--- config.mk ---
export PLATFORM = sky130hd
export DESIGN_NAME = tap_pattern_unlock_detector_core_flat
export DESIGN_NICKNAME = d
export VERILOG_FILES = /design/src/design/tpud_pkg.sv /design/src/design/tpud_if.sv /design/src/design/tap_pattern_unlock_detector_core.sv /design/src/flat_wrapper.sv
export SDC_FILE = /design/constraint.sdc
export NUM_CORES = 1
export LEC_CHECK = 0
export BUFFER_PORTS_ARGS = -buffer_cell sky130_fd_sc_hd__buf_2
export CAP_MARGIN = 40
export CELL_PAD_IN_SITES_DETAIL_PLACEMENT = 1
export CELL_PAD_IN_SITES_GLOBAL_PLACEMENT = 1
export CORE_ASPECT_RATIO = 1.4
export CORE_MARGIN = 4
export CORE_UTILIZATION = 46
export CTS_BUF_LIST = sky130_fd_sc_hd__clkbuf_4
export DETAILED_ROUTE_END_ITERATION = 16
export GPL_TIMING_DRIVEN = 0
export PLACE_DENSITY = 0.75
export SETUP_SLACK_MARGIN = 0.1
export SLEW_MARGIN = 15
export SYNTH_ARGS = -nofsm -noshare
export SYNTH_HDL_FRONTEND = slang
export SYNTH_SLANG_ARGS = --single-unit
--- constraint.sdc ---
create_clock -name clk -period 3.9 [get_ports clk]
set_input_delay 0.975 -clock clk [delete_from_list [all_inputs] [get_ports clk]]
set_output_delay 0.975 -clock clk [all_outputs]
set_load 0.05 [all_outputs]
--- src/design/tpud_pkg.sv ---
package tpud_pkg;

	// default widths
	localparam int COORD_BITS_DEF = 12;
	localparam int TICK_BITS_DEF  = 11;

	// configuration port
	localparam int CFG_IDX_W = 3;

	typedef logic [2:0] cmd_t;
	typedef logic [2:0] quad_t;
	typedef logic [1:0] prog_t;
	typedef logic [1:0] mode_t;

	// event kinds
	localparam cmd_t CMD_TICK    = 3'd0;
	localparam cmd_t CMD_SLOT    = 3'd1;
	localparam cmd_t CMD_RELEASE = 3'd2;
	localparam cmd_t CMD_POS_X   = 3'd3;
	localparam cmd_t CMD_POS_Y   = 3'd4;

	// register indexes
	localparam logic [CFG_IDX_W-1:0] REG_ENABLE  = 3'd0;
	localparam logic [CFG_IDX_W-1:0] REG_PAT_0   = 3'd1;
	localparam logic [CFG_IDX_W-1:0] REG_PAT_1   = 3'd2;
	localparam logic [CFG_IDX_W-1:0] REG_PAT_2   = 3'd3;
	localparam logic [CFG_IDX_W-1:0] REG_PAT_3   = 3'd4;
	localparam logic [CFG_IDX_W-1:0] REG_MID_H   = 3'd5;
	localparam logic [CFG_IDX_W-1:0] REG_MID_V   = 3'd6;
	localparam logic [CFG_IDX_W-1:0] REG_GAP_LIM = 3'd7;

	// quadrant codes
	localparam quad_t QUAD_UL = 3'd1;
	localparam quad_t QUAD_UR = 3'd2;
	localparam quad_t QUAD_LL = 3'd3;
	localparam quad_t QUAD_LR = 3'd4;

	// reset values of the registers
	localparam mode_t ENABLE_RST    = 2'd0;
	localparam quad_t PAT_0_RST     = QUAD_UL;
	localparam quad_t PAT_1_RST     = QUAD_UR;
	localparam quad_t PAT_2_RST     = QUAD_LL;
	localparam quad_t PAT_3_RST     = QUAD_LR;
	localparam int    MID_H_RST     = 240;
	localparam int    MID_V_RST     = 427;
	localparam int    GAP_LIMIT_RST = 600;

	// last progress step before the final tap
	localparam prog_t PROG_LAST = 2'd3;

endpackage

--- src/design/tpud_if.sv ---
// touch event channel
interface tpud_evt_if #(
	parameter int COORD_BITS = tpud_pkg::COORD_BITS_DEF
);
	logic                  valid;
	logic                  ready;
	tpud_pkg::cmd_t        cmd;
	logic [COORD_BITS-1:0] value;
	logic                  screen_off;

	modport source (output valid, cmd, value, screen_off, input ready);
	modport sink   (input valid, cmd, value, screen_off, output ready);
endinterface

// result channel
interface tpud_res_if;
	logic            valid;
	logic            ready;
	logic            unlock;
	tpud_pkg::prog_t taps_matched;
	logic            release_armed;

	modport source (output valid, unlock, taps_matched, release_armed, input ready);
	modport sink   (input valid, unlock, taps_matched, release_armed, output ready);
endinterface

// configuration write channel
interface tpud_cfg_if #(
	parameter int DATA_W = tpud_pkg::COORD_BITS_DEF
);
	logic                           valid;
	logic                           ready;
	logic [tpud_pkg::CFG_IDX_W-1:0] index;
	logic [DATA_W-1:0]              data;

	modport source (output valid, index, data, input ready);
	modport sink   (input valid, index, data, output ready);
endinterface

--- src/design/tap_pattern_unlock_detector_core.sv ---
// Knock-pattern wake detector.
// Channels: evt takes one decoded touch event per transaction (tick, slot
// change, release, X or Y position, with the coordinate and the screen-off
// flag); res gives exactly one result per event: the unlock pulse, the taps
// matched so far and the armed flag; cfg writes the eight registers by index
// (enable, the four pattern taps, the two midlines, the gap limit) and is
// always ready. The user must write registers only while no event is in
// flight; the block itself does not enforce this. Path: an accepted event
// is held in the event register, judged against the stored state and loaded
// into the result register once the result slot is free. Throughput: one
// event per cycle unless res is held off; the quadrant compare, pattern
// compare and tick counter all settle between the event and result registers.
// Reset: arst_n clears coordinates, armed flag, progress and tick count and
// loads the register defaults; no result is pending afterwards.
// Stall: while res is held off the result register keeps its transaction and
// the event register holds one more event; evt drops ready only when both are
// full, and picks up again in the cycle res is taken.
module tap_pattern_unlock_detector_core #(
	parameter int COORD_BITS = tpud_pkg::COORD_BITS_DEF,
	parameter int TICK_BITS  = tpud_pkg::TICK_BITS_DEF
) (
	input  logic           clk,
	input  logic           arst_n,
	tpud_evt_if.sink       evt,
	tpud_res_if.source     res,
	tpud_cfg_if.sink       cfg
);
	import tpud_pkg::*;

	localparam logic [TICK_BITS-1:0] TICK_MAX = {TICK_BITS{1'b1}};

	// configuration registers
	mode_t                 enable_q;
	quad_t                 pattern_q [4];
	logic [COORD_BITS-1:0] mid_h_q;
	logic [COORD_BITS-1:0] mid_v_q;
	logic [TICK_BITS-1:0]  gap_limit_q;

	// detector state
	logic [COORD_BITS-1:0] last_x_q;
	logic [COORD_BITS-1:0] last_y_q;
	logic                  armed_q;
	prog_t                 progress_q;
	logic [TICK_BITS-1:0]  elapsed_q;

	// event register
	logic                  valid_s1;
	cmd_t                  cmd_s1;
	logic [COORD_BITS-1:0] value_s1;
	logic                  off_s1;

	// result register
	logic                  res_valid_q;
	logic                  unlock_q;
	prog_t                 taps_q;
	logic                  armed_out_q;

	// next-state values
	logic [COORD_BITS-1:0] last_x_n;
	logic [COORD_BITS-1:0] last_y_n;
	logic                  armed_n;
	prog_t                 progress_n;
	logic [TICK_BITS-1:0]  elapsed_n;
	logic                  fire_n;
	prog_t                 prog_eff;
	quad_t                 quad;
	logic                  advance;

	// handshake: the result slot frees when empty or taken
	assign advance   = !res_valid_q || res.ready;
	assign evt.ready = !valid_s1 || advance;
	assign cfg.ready = 1'b1;

	assign res.valid         = res_valid_q;
	assign res.unlock        = unlock_q;
	assign res.taps_matched  = taps_q;
	assign res.release_armed = armed_out_q;

	// configuration writes
	always_ff @(posedge clk or negedge arst_n) begin
		if (!arst_n) begin
			enable_q     <= ENABLE_RST;
			pattern_q[0] <= PAT_0_RST;
			pattern_q[1] <= PAT_1_RST;
			pattern_q[2] <= PAT_2_RST;
			pattern_q[3] <= PAT_3_RST;
			mid_h_q      <= COORD_BITS'(MID_H_RST);
			mid_v_q      <= COORD_BITS'(MID_V_RST);
			gap_limit_q  <= TICK_BITS'(GAP_LIMIT_RST);
		end else if (cfg.valid) begin
			case (cfg.index)
				REG_ENABLE:  enable_q     <= cfg.data[1:0];
				REG_PAT_0:   pattern_q[0] <= cfg.data[2:0];
				REG_PAT_1:   pattern_q[1] <= cfg.data[2:0];
				REG_PAT_2:   pattern_q[2] <= cfg.data[2:0];
				REG_PAT_3:   pattern_q[3] <= cfg.data[2:0];
				REG_MID_H:   mid_h_q      <= cfg.data[COORD_BITS-1:0];
				REG_MID_V:   mid_v_q      <= cfg.data[COORD_BITS-1:0];
				REG_GAP_LIM: gap_limit_q  <= cfg.data[TICK_BITS-1:0];
				default: ;
			endcase
		end
	end

	// event register
	always_ff @(posedge clk or negedge arst_n) begin
		if (!arst_n) begin
			valid_s1 <= 1'b0;
		end else if (evt.ready) begin
			valid_s1 <= evt.valid;
		end
	end

	always_ff @(posedge clk) begin
		if (evt.valid && evt.ready) begin
			cmd_s1   <= evt.cmd;
			value_s1 <= evt.value;
			off_s1   <= evt.screen_off;
		end
	end

	// coordinate update, tap judgement and tick count
	always_comb begin
		last_x_n   = last_x_q;
		last_y_n   = last_y_q;
		armed_n    = armed_q;
		progress_n = progress_q;
		elapsed_n  = elapsed_q;
		fire_n     = 1'b0;
		prog_eff   = progress_q;
		quad       = QUAD_UL;

		case (cmd_s1)
			CMD_TICK: begin
				if (elapsed_q != TICK_MAX)
					elapsed_n = elapsed_q + 1'b1;
			end
			CMD_SLOT: begin
				if (off_s1)
					progress_n = '0;
			end
			CMD_RELEASE: begin
				if (off_s1)
					armed_n = 1'b1;
			end
			CMD_POS_X, CMD_POS_Y: begin
				if (off_s1) begin
					if (cmd_s1 == CMD_POS_X)
						last_x_n = value_s1;
					else
						last_y_n = value_s1;

					// quadrant of the latest point
					quad = (last_y_n < mid_v_q) ? QUAD_UL : QUAD_LL;
					if (last_x_n >= mid_h_q)
						quad = quad + 1'b1;

					if (enable_q != '0 && armed_q) begin
						armed_n = 1'b0;
						// too long since the last accepted tap
						if (progress_q != '0 && elapsed_q > gap_limit_q)
							prog_eff = '0;
						if (prog_eff != PROG_LAST) begin
							if (quad == pattern_q[prog_eff]) begin
								elapsed_n  = '0;
								progress_n = prog_eff + 1'b1;
							end else begin
								progress_n = '0;
							end
						end else begin
							fire_n     = (quad == pattern_q[PROG_LAST]);
							progress_n = '0;
						end
					end
				end
			end
			default: ;
		endcase
	end

	// state registers follow each event as it leaves the event register
	always_ff @(posedge clk or negedge arst_n) begin
		if (!arst_n) begin
			last_x_q   <= '0;
			last_y_q   <= '0;
			armed_q    <= 1'b0;
			progress_q <= '0;
			elapsed_q  <= '0;
		end else if (valid_s1 && advance) begin
			last_x_q   <= last_x_n;
			last_y_q   <= last_y_n;
			armed_q    <= armed_n;
			progress_q <= progress_n;
			elapsed_q  <= elapsed_n;
		end
	end

	// result register
	always_ff @(posedge clk or negedge arst_n) begin
		if (!arst_n) begin
			res_valid_q <= 1'b0;
		end else if (advance) begin
			res_valid_q <= valid_s1;
		end
	end

	always_ff @(posedge clk) begin
		if (valid_s1 && advance) begin
			unlock_q    <= fire_n;
			taps_q      <= progress_n;
			armed_out_q <= armed_n;
		end
	end

endmodule
--- src/flat_wrapper.sv ---
// flat-port wrapper written by rule: the top's interface ports become plain ports
module tap_pattern_unlock_detector_core_flat import tpud_pkg::*;
#(
	parameter int COORD_BITS = tpud_pkg::COORD_BITS_DEF,
	parameter int TICK_BITS  = tpud_pkg::TICK_BITS_DEF
)
  (clk, arst_n, evt_valid, evt_cmd, evt_value, evt_screen_off, evt_ready, res_valid, res_unlock, res_taps_matched, res_release_armed, res_ready, cfg_valid, cfg_index, cfg_data, cfg_ready);
  tpud_evt_if #(.COORD_BITS(COORD_BITS)) evt_i ();
  tpud_res_if res_i ();
  tpud_cfg_if cfg_i ();
  input  logic clk;
  input  logic arst_n;
  input wire logic [$bits(evt_i.valid)-1:0] evt_valid;
  input wire logic [$bits(evt_i.cmd)-1:0] evt_cmd;
  input wire logic [$bits(evt_i.value)-1:0] evt_value;
  input wire logic [$bits(evt_i.screen_off)-1:0] evt_screen_off;
  output wire logic [$bits(evt_i.ready)-1:0] evt_ready;
  output wire logic [$bits(res_i.valid)-1:0] res_valid;
  output wire logic [$bits(res_i.unlock)-1:0] res_unlock;
  output wire logic [$bits(res_i.taps_matched)-1:0] res_taps_matched;
  output wire logic [$bits(res_i.release_armed)-1:0] res_release_armed;
  input wire logic [$bits(res_i.ready)-1:0] res_ready;
  input wire logic [$bits(cfg_i.valid)-1:0] cfg_valid;
  input wire logic [$bits(cfg_i.index)-1:0] cfg_index;
  input wire logic [$bits(cfg_i.data)-1:0] cfg_data;
  output wire logic [$bits(cfg_i.ready)-1:0] cfg_ready;
  assign evt_i.valid = evt_valid;
  assign evt_i.cmd = evt_cmd;
  assign evt_i.value = evt_value;
  assign evt_i.screen_off = evt_screen_off;
  assign evt_ready = evt_i.ready;
  assign res_valid = res_i.valid;
  assign res_unlock = res_i.unlock;
  assign res_taps_matched = res_i.taps_matched;
  assign res_release_armed = res_i.release_armed;
  assign res_i.ready = res_ready;
  assign cfg_i.valid = cfg_valid;
  assign cfg_i.index = cfg_index;
  assign cfg_i.data = cfg_data;
  assign cfg_ready = cfg_i.ready;
  tap_pattern_unlock_detector_core #(.COORD_BITS(COORD_BITS), .TICK_BITS(TICK_BITS)) u_core (.clk(clk), .arst_n(arst_n), .evt(evt_i), .res(res_i), .cfg(cfg_i));
endmodule
; Word-level counts from Yosys, hierarchy flattened
; Index checks and enable logic that the tools add are counted.
[op_classes]
addsub = 3
order_cmp = 4
n_eq_ne = 20
mux = 33
bitwise = 4
n_reduce_logical = 25
[op_table]
columns = cell, count
row1 = two-way mux 12 bit, 6
row2 = two-way mux 11 bit, 5
row3 = case mux 11 bit (2 select lines), 1
row4 = two-way mux 2 bit, 10
row5 = AND reduction 2 bit, 8
row6 = "== test 3 bit, second input constant", 5
row7 = two-way mux 3 bit, 5
row8 = "== test 3 x 2 -> 1 bit, second input constant", 4
row9 = greater-or-equal comparator 12 bit, 1
row10 = less-than comparator 12 bit, 1
row11 = "adder 11 x 1 -> 11 bit, second input constant", 1
row12 = greater-than comparator 11 bit, 1
row13 = "inequality test 11 bit, second input constant", 1
row14 = "inequality test 2 x 1 -> 1 bit, second input constant", 5
row15 = AND reduction 7 bit, 1
row16 = binary-select mux 3 bit (select 2 bit), 1
row17 = "== test 3 x 1 -> 1 bit, second input constant", 2
row18 = == test 3 bit, 2
row19 = zero test 3 bit, 2
row20 = nonzero test 2 bit, 3
row21 = logical AND 1 bit, 4
row22 = case mux 2 bit (2 select lines), 1
row23 = OR reduction 4 bit, 1
row24 = "adder 3 x 1 -> 3 bit, second input constant", 1
row25 = other kinds (11), 17
[totals]
ff_bits = 109
wordCells = 110

; Logic depth before layout (Yosys ltp)
[logic_depth]
word_depth = 16
mapped_depth = 15
depth_no_buf = 13

; Worst setup path before layout
; Ideal clock, no wire load.
[synth_path]
path_type = register to register
start = reg u_core.cmd_s1[0]
end = reg u_core.elapsed_q[5]
t_arrival_ns = 3.866
setup_slack_ns = -0.043
stages_incl_launch_ff = 16
n_path_buf = 2
synth_period_minus_slack_ns = 3.943
cell_sequence = edfxtp_1 nand3b_4 buf_1 mux2_2 ha_1 a211o_1 a31oi_1 o211ai_1 a221oi_1 o221ai_1 mux2i_1 a22o_4 a31oi_2 buf_6 or3_1 a21oi_1
[synth_between]
elab_chain_cells = 13
[synth_lines]
columns = item, line
row1 = "start, declared", tap_pattern_unlock_detector_core.sv:48  ; cmd_t cmd_s1;
row2 = "start signal, assigned", tap_pattern_unlock_detector_core.sv:116  ; cmd_s1 <= evt.cmd;
row3 = == test 3 x 2 -> 1 bit, "tap_pattern_unlock_detector_core.sv:133, tap_pattern_unlock_detector_core.sv:148"
row4 = two-way mux 12 bit, tap_pattern_unlock_detector_core.sv:148  ; if (cmd_s1 == CMD_POS_X)
row5 = two-way mux 12 bit, tap_pattern_unlock_detector_core.sv:147  ; if (off_s1) begin
row6 = two-way mux 12 bit, tap_pattern_unlock_detector_core.sv:133  ; case (cmd_s1)
row7 = less-than comparator 12 bit, tap_pattern_unlock_detector_core.sv:154  ; quad = (last_y_n < mid_v_q) ? QUAD_UL : QUAD_LL;
row8 = two-way mux 2 bit, tap_pattern_unlock_detector_core.sv:154
row9 = adder 3 x 1 -> 3 bit, tap_pattern_unlock_detector_core.sv:156  ; quad = quad + 1'b1;
row10 = two-way mux 3 bit, tap_pattern_unlock_detector_core.sv:155  ; if (last_x_n >= mid_h_q)
row11 = two-way mux 3 bit, tap_pattern_unlock_detector_core.sv:147
row12 = two-way mux 3 bit, tap_pattern_unlock_detector_core.sv:133
row13 = == test 3 bit, tap_pattern_unlock_detector_core.sv:164  ; if (quad == pattern_q[prog_eff]) begin
row14 = inequality test 2 x 1 -> 1 bit (no source line), --
row15 = AND reduction 7 bit (no source line), --
row16 = "end signal, assigned", tap_pattern_unlock_detector_core.sv:194  ; elapsed_q <= elapsed_n;
row17 = "end, declared", tap_pattern_unlock_detector_core.sv:44  ; logic [TICK_BITS-1:0] elapsed_q;
; Several ways; a longest one is shown, not always the timed one. The select of a mux whose other input is x is not followed.
; A chain may end at the register's enable or synchronous reset.

; Worst setup path after layout
[layout_path]
start = reg u_core.cmd_s1[2]
end = reg u_core.elapsed_q[6]
; Same word-level chain as after synthesis.

==> key figures <==
Final layout
  – Share of layout cells above drive strength 1: 0.396
  – Cell Count, Final, Fillers Out: 709
  – Fin area: 6660 sq um
  – Fin nets: 625
  – Area growth from synthesis to layout: 15.5%
  – Fillers: 1273

Critical path
  – Crit-path max FO: 8
  – Worst-path cell chain: nand3b_4 > buf_8 > mux2_4 > ha_4 > and4_4 > o21ai_2 > o211ai_1 > a221oi_2 > buf_4 > buf_6 > a2111o_1 > mux2i_2 > a22o_4 > a31oi_4 > or4_1 > a21oi_2
  – Worst path required time: 4.32 ns
  – Slowest-stage cell, CP: or4_1
  – CP startpoint kind: flop
  – Crit Path Class: flop to flop
  – Critical path arrival: 4.33 ns
  – Max incr delay on CP: 0.46 ns
  – Setup crit end kind: flop

Placement
  – Placed Instances: 673
  – Placed inst area: 6190 sq um
  – I/O Buffers: 41
  – HPWL Detailed: 10.2 mm
  – GPL Wtd Cong: 0.768

Detailed routing
  – Total Wirelength: 14.0 mm
  – Vias post-DR: 4037
  – Via density per instance: 5.69
  – Antenna Nets Post-Route: 0
  – DRC: 0
  – Starting DRT DRC Count: 133
  – Drt wl/cell: 19.8 um
  – Pre-antenna DRT Iters: 4

Synth
  – Combinational family with the most area after synthesis: multiplexers
  – Synth warn: 0
  – Cells after Synth: 481
  – Top-count cell post-synth: mux2_2
  – Synth Area in Compound Gates: 0.104
  – Fraction of registers with async set/reset: 0.817
  – Syn Std Cell Area: 5770 sq um
  – Flops & latches, synth: 109
  – Top cells by count, synth: mux2_2, dfrtp_1, inv_1
  – Post-synthesis mux area share: 0.194
  – Synth Area in Adders: 0.0781
  – Synth area leader: dfrtp_1
  – Yosys cell types: 56
  – Avg Cell Area, Syn: 12.0 sq um
  – Synth Flop Type: dfrtp_1
  – Sequential area share after synthesis: 0.494
  – Synth area leaders: dfrtp_1, mux2_2, edfxtp_1
  – Post-synthesis simple-gate area fraction: 0.0896
  – Xor-xnor portion of the synthesized cell area: 0.00152
  – Share of Yosys cell area claimed by the top area cell type: 0.304
  – Syn_nets: 553
  – Number of synthesized flops with an enable pin: 20

Floorplan
  – DIE AREA: 14400 sq um
  – Initial core utilization: 0.468
  – DIE HEIGHT: 140 um
  – Placement Rows: 48
  – Die width: 103 um
  – I/O pins: 43
  – Core area: 12300 sq um

Status
  – Status: complete, but fails checks
  – Failing checks: setup timing

Clock network
  – CTS tree: yes
  – Worst-Skew Late Latency: 0.48 ns
  – Clk buf depth: 2
  – # hold bufs at CTS: 0
  – Num Clock Sinks: 109
  – CTS Root Cell: clkbuf_4
  – TritonCTS buffer count: 9
  – Clk slew on worst S/H paths: 0.18 ns
  – H-tree Lvls: 3

STA
  – Worst setup margin: -0.0101 ns
  – Fin Clk Skew: 0.0181 ns
  – Crit path time final: 3.91 ns
  – RSZ-0062 raised after global routing: yes
  – Rel. slew slack: 0.521
  – Tcrit/Tclk final: 1.00
  – Worst hold margin: 0.428 ns
  – Max Slew Vio Count: 0
  – Slew @ Worst Pin: 0.718 ns
  – Fmax: 256 MHz
  – Fin. Hold Viols: 0
  – Final setup violation count: 4

Global routing
  – Largest net degree at the start of global routing: 57
  – Vias in the first global route: 4406
  – All-Layer GR Usage: 0.202
  – Grt total ovfl: 0
  – Antenna violations before repair: 1
  – First-pass GRT wire length: 22.4 mm

Power
  – Max IR drop VDD: 0.314 mV
  – Leakage: 0.00300 uW
  – Pwr Density: 469 nW/um^2

Job
  – Max-Cap Viols: 0

Hold path
  – HP Class: primary input to async pin
## through the flow
stage | util | setup WS [ns] | setup TNS [ns] | total power (uW)
after floorplan | - | 0.110 | 0 | 2120
after global placement | 0.500 | -0.632 | -6.63 | 2300
after detailed placement | 0.503 | -0.816 | -9.50 | 2380
after CTS | 0.529 | 0.0786 | 0 | 3070
after global routing | 0.541 | -0.117 | -0.755 | 3320
final | 0.541 | -0.0101 | -0.0314 | 3130
## critical path, delay by kind of cell, from the launching register on
family                   cells  cell delay [ns]
AO/OA/AOI/OAI                7             1.20
AND/OR/NAND/NOR              3             0.93
multiplexers                 2             0.55
flip-flops                   1             0.44
buffers and inverters        3             0.44
adder cells (fa/ha/maj)      1             0.28
## power by group
part	internal (uW)	switching (uW)	total, uW
combinational	490	466	956
clock	229	392	621
sequential	1410	138	1550
total	2130	996	3130
## per-layer routing
layer  track usage  wire length, um  part of all wire
met5             0                0                 0
met1         0.230             5420              0.39
met2         0.381             8050              0.57
met3        0.0299              230             0.016
met4        0.0553              306             0.022
## cell type report
cell class	instances	area, sq um	area share
Sequential cell	109	2850	0.428
Multi-Input combinational cell	317	2850	0.427
Buffer	11	72.6	0.0109
Inverter	44	165	0.0248
Clock buffer	13	97.6	0.0147
Tap cell	150	188	0.0282
Antenna cell	1	2.50	0.000376
Clock inverter	3	47.5	0.00714
Timing Repair Buffer	61	389	0.0584
## sequential cells by signal, summed over array words and instances (netlist names)
| signal | count |
|---|---|
| u_core.armed_q | 1 |
| u_core.cmd_s1 | 3 |
| u_core.elapsed_q | 11 |
| u_core.enable_q | 2 |
| u_core.gap_limit_q | 11 |
| u_core.last_x_q | 12 |
| u_core.last_y_q | 12 |
| u_core.mid_h_q | 12 |
| u_core.mid_v_q | 12 |
| u_core.off_s1 | 1 |
| u_core.pattern_q | 12 |
| u_core.progress_q | 2 |
| u_core.res.release_armed | 1 |
| u_core.res.taps_matched | 2 |
| u_core.res.unlock | 1 |
| u_core.res.valid | 1 |
| u_core.valid_s1 | 1 |
| u_core.value_s1 | 12 |
## cell usage in the layout (no fill, tap or decap), types with 12 or more instances in the layout
master	count
a21oi_1	16
buf_4	19
clkbuf_4	13
mux2_2	89
o21ai_0	13
dfrtp_1	70
buf_2	41
ha_1	32
edfxtp_1	20
nand2_1	29
inv_1	44
nor2_1	12
dfstp_2	19
## worst paths after layout
| kind | slack, ns | cells after the start | end | from |
|---|---|---|---|---|
| worst min register to register | 0.52 | 2 | u_core.last_x_q[0]$_DFFE_PN0P_ | u_core.last_x_q[0]$_DFFE_PN0P_ |
| min in group clk | 0.52 | 2 | u_core.last_x_q[0]$_DFFE_PN0P_ | u_core.last_x_q[0]$_DFFE_PN0P_ |
| max in group asynchronous | 2.76 | 2 | u_core.mid_v_q[3]$_DFFE_PN1P_ | arst_n |
| worst max-delay path | -0.01 | 16 | u_core.elapsed_q[6]$_DFFE_PN0P_ | u_core.cmd_s1[2]$_DFFE_PP_ |
| worst min-delay path | 0.43 | 1 | u_core.elapsed_q[5]$_DFFE_PN0P_ | arst_n |
| worst max register to register | -0.01 | 16 | u_core.elapsed_q[6]$_DFFE_PN0P_ | u_core.cmd_s1[2]$_DFFE_PP_ |
## cells by family after synthesis
| logic type | Yosys count |
|---|---|
| AOI/OAI and AO/OA | 84 |
| adders and majority gates | 36 |
| xor gates and xnor gates | 1 |
| buffers and inverters | 55 |
| DFF | 109 |
| and+or+nand+nor | 95 |
| muxes | 100 |
| other | 1 |
## repair_timing
action / 4_1_cts / 5_1_grt
pin swaps: 5 / 14
gates cloned: 1 / 0
setup endpoints to repair: 16 / 15
resized for setup: 22 / 15
buffers inserted: 9 / 8
(Power assumes the default switching activity.)
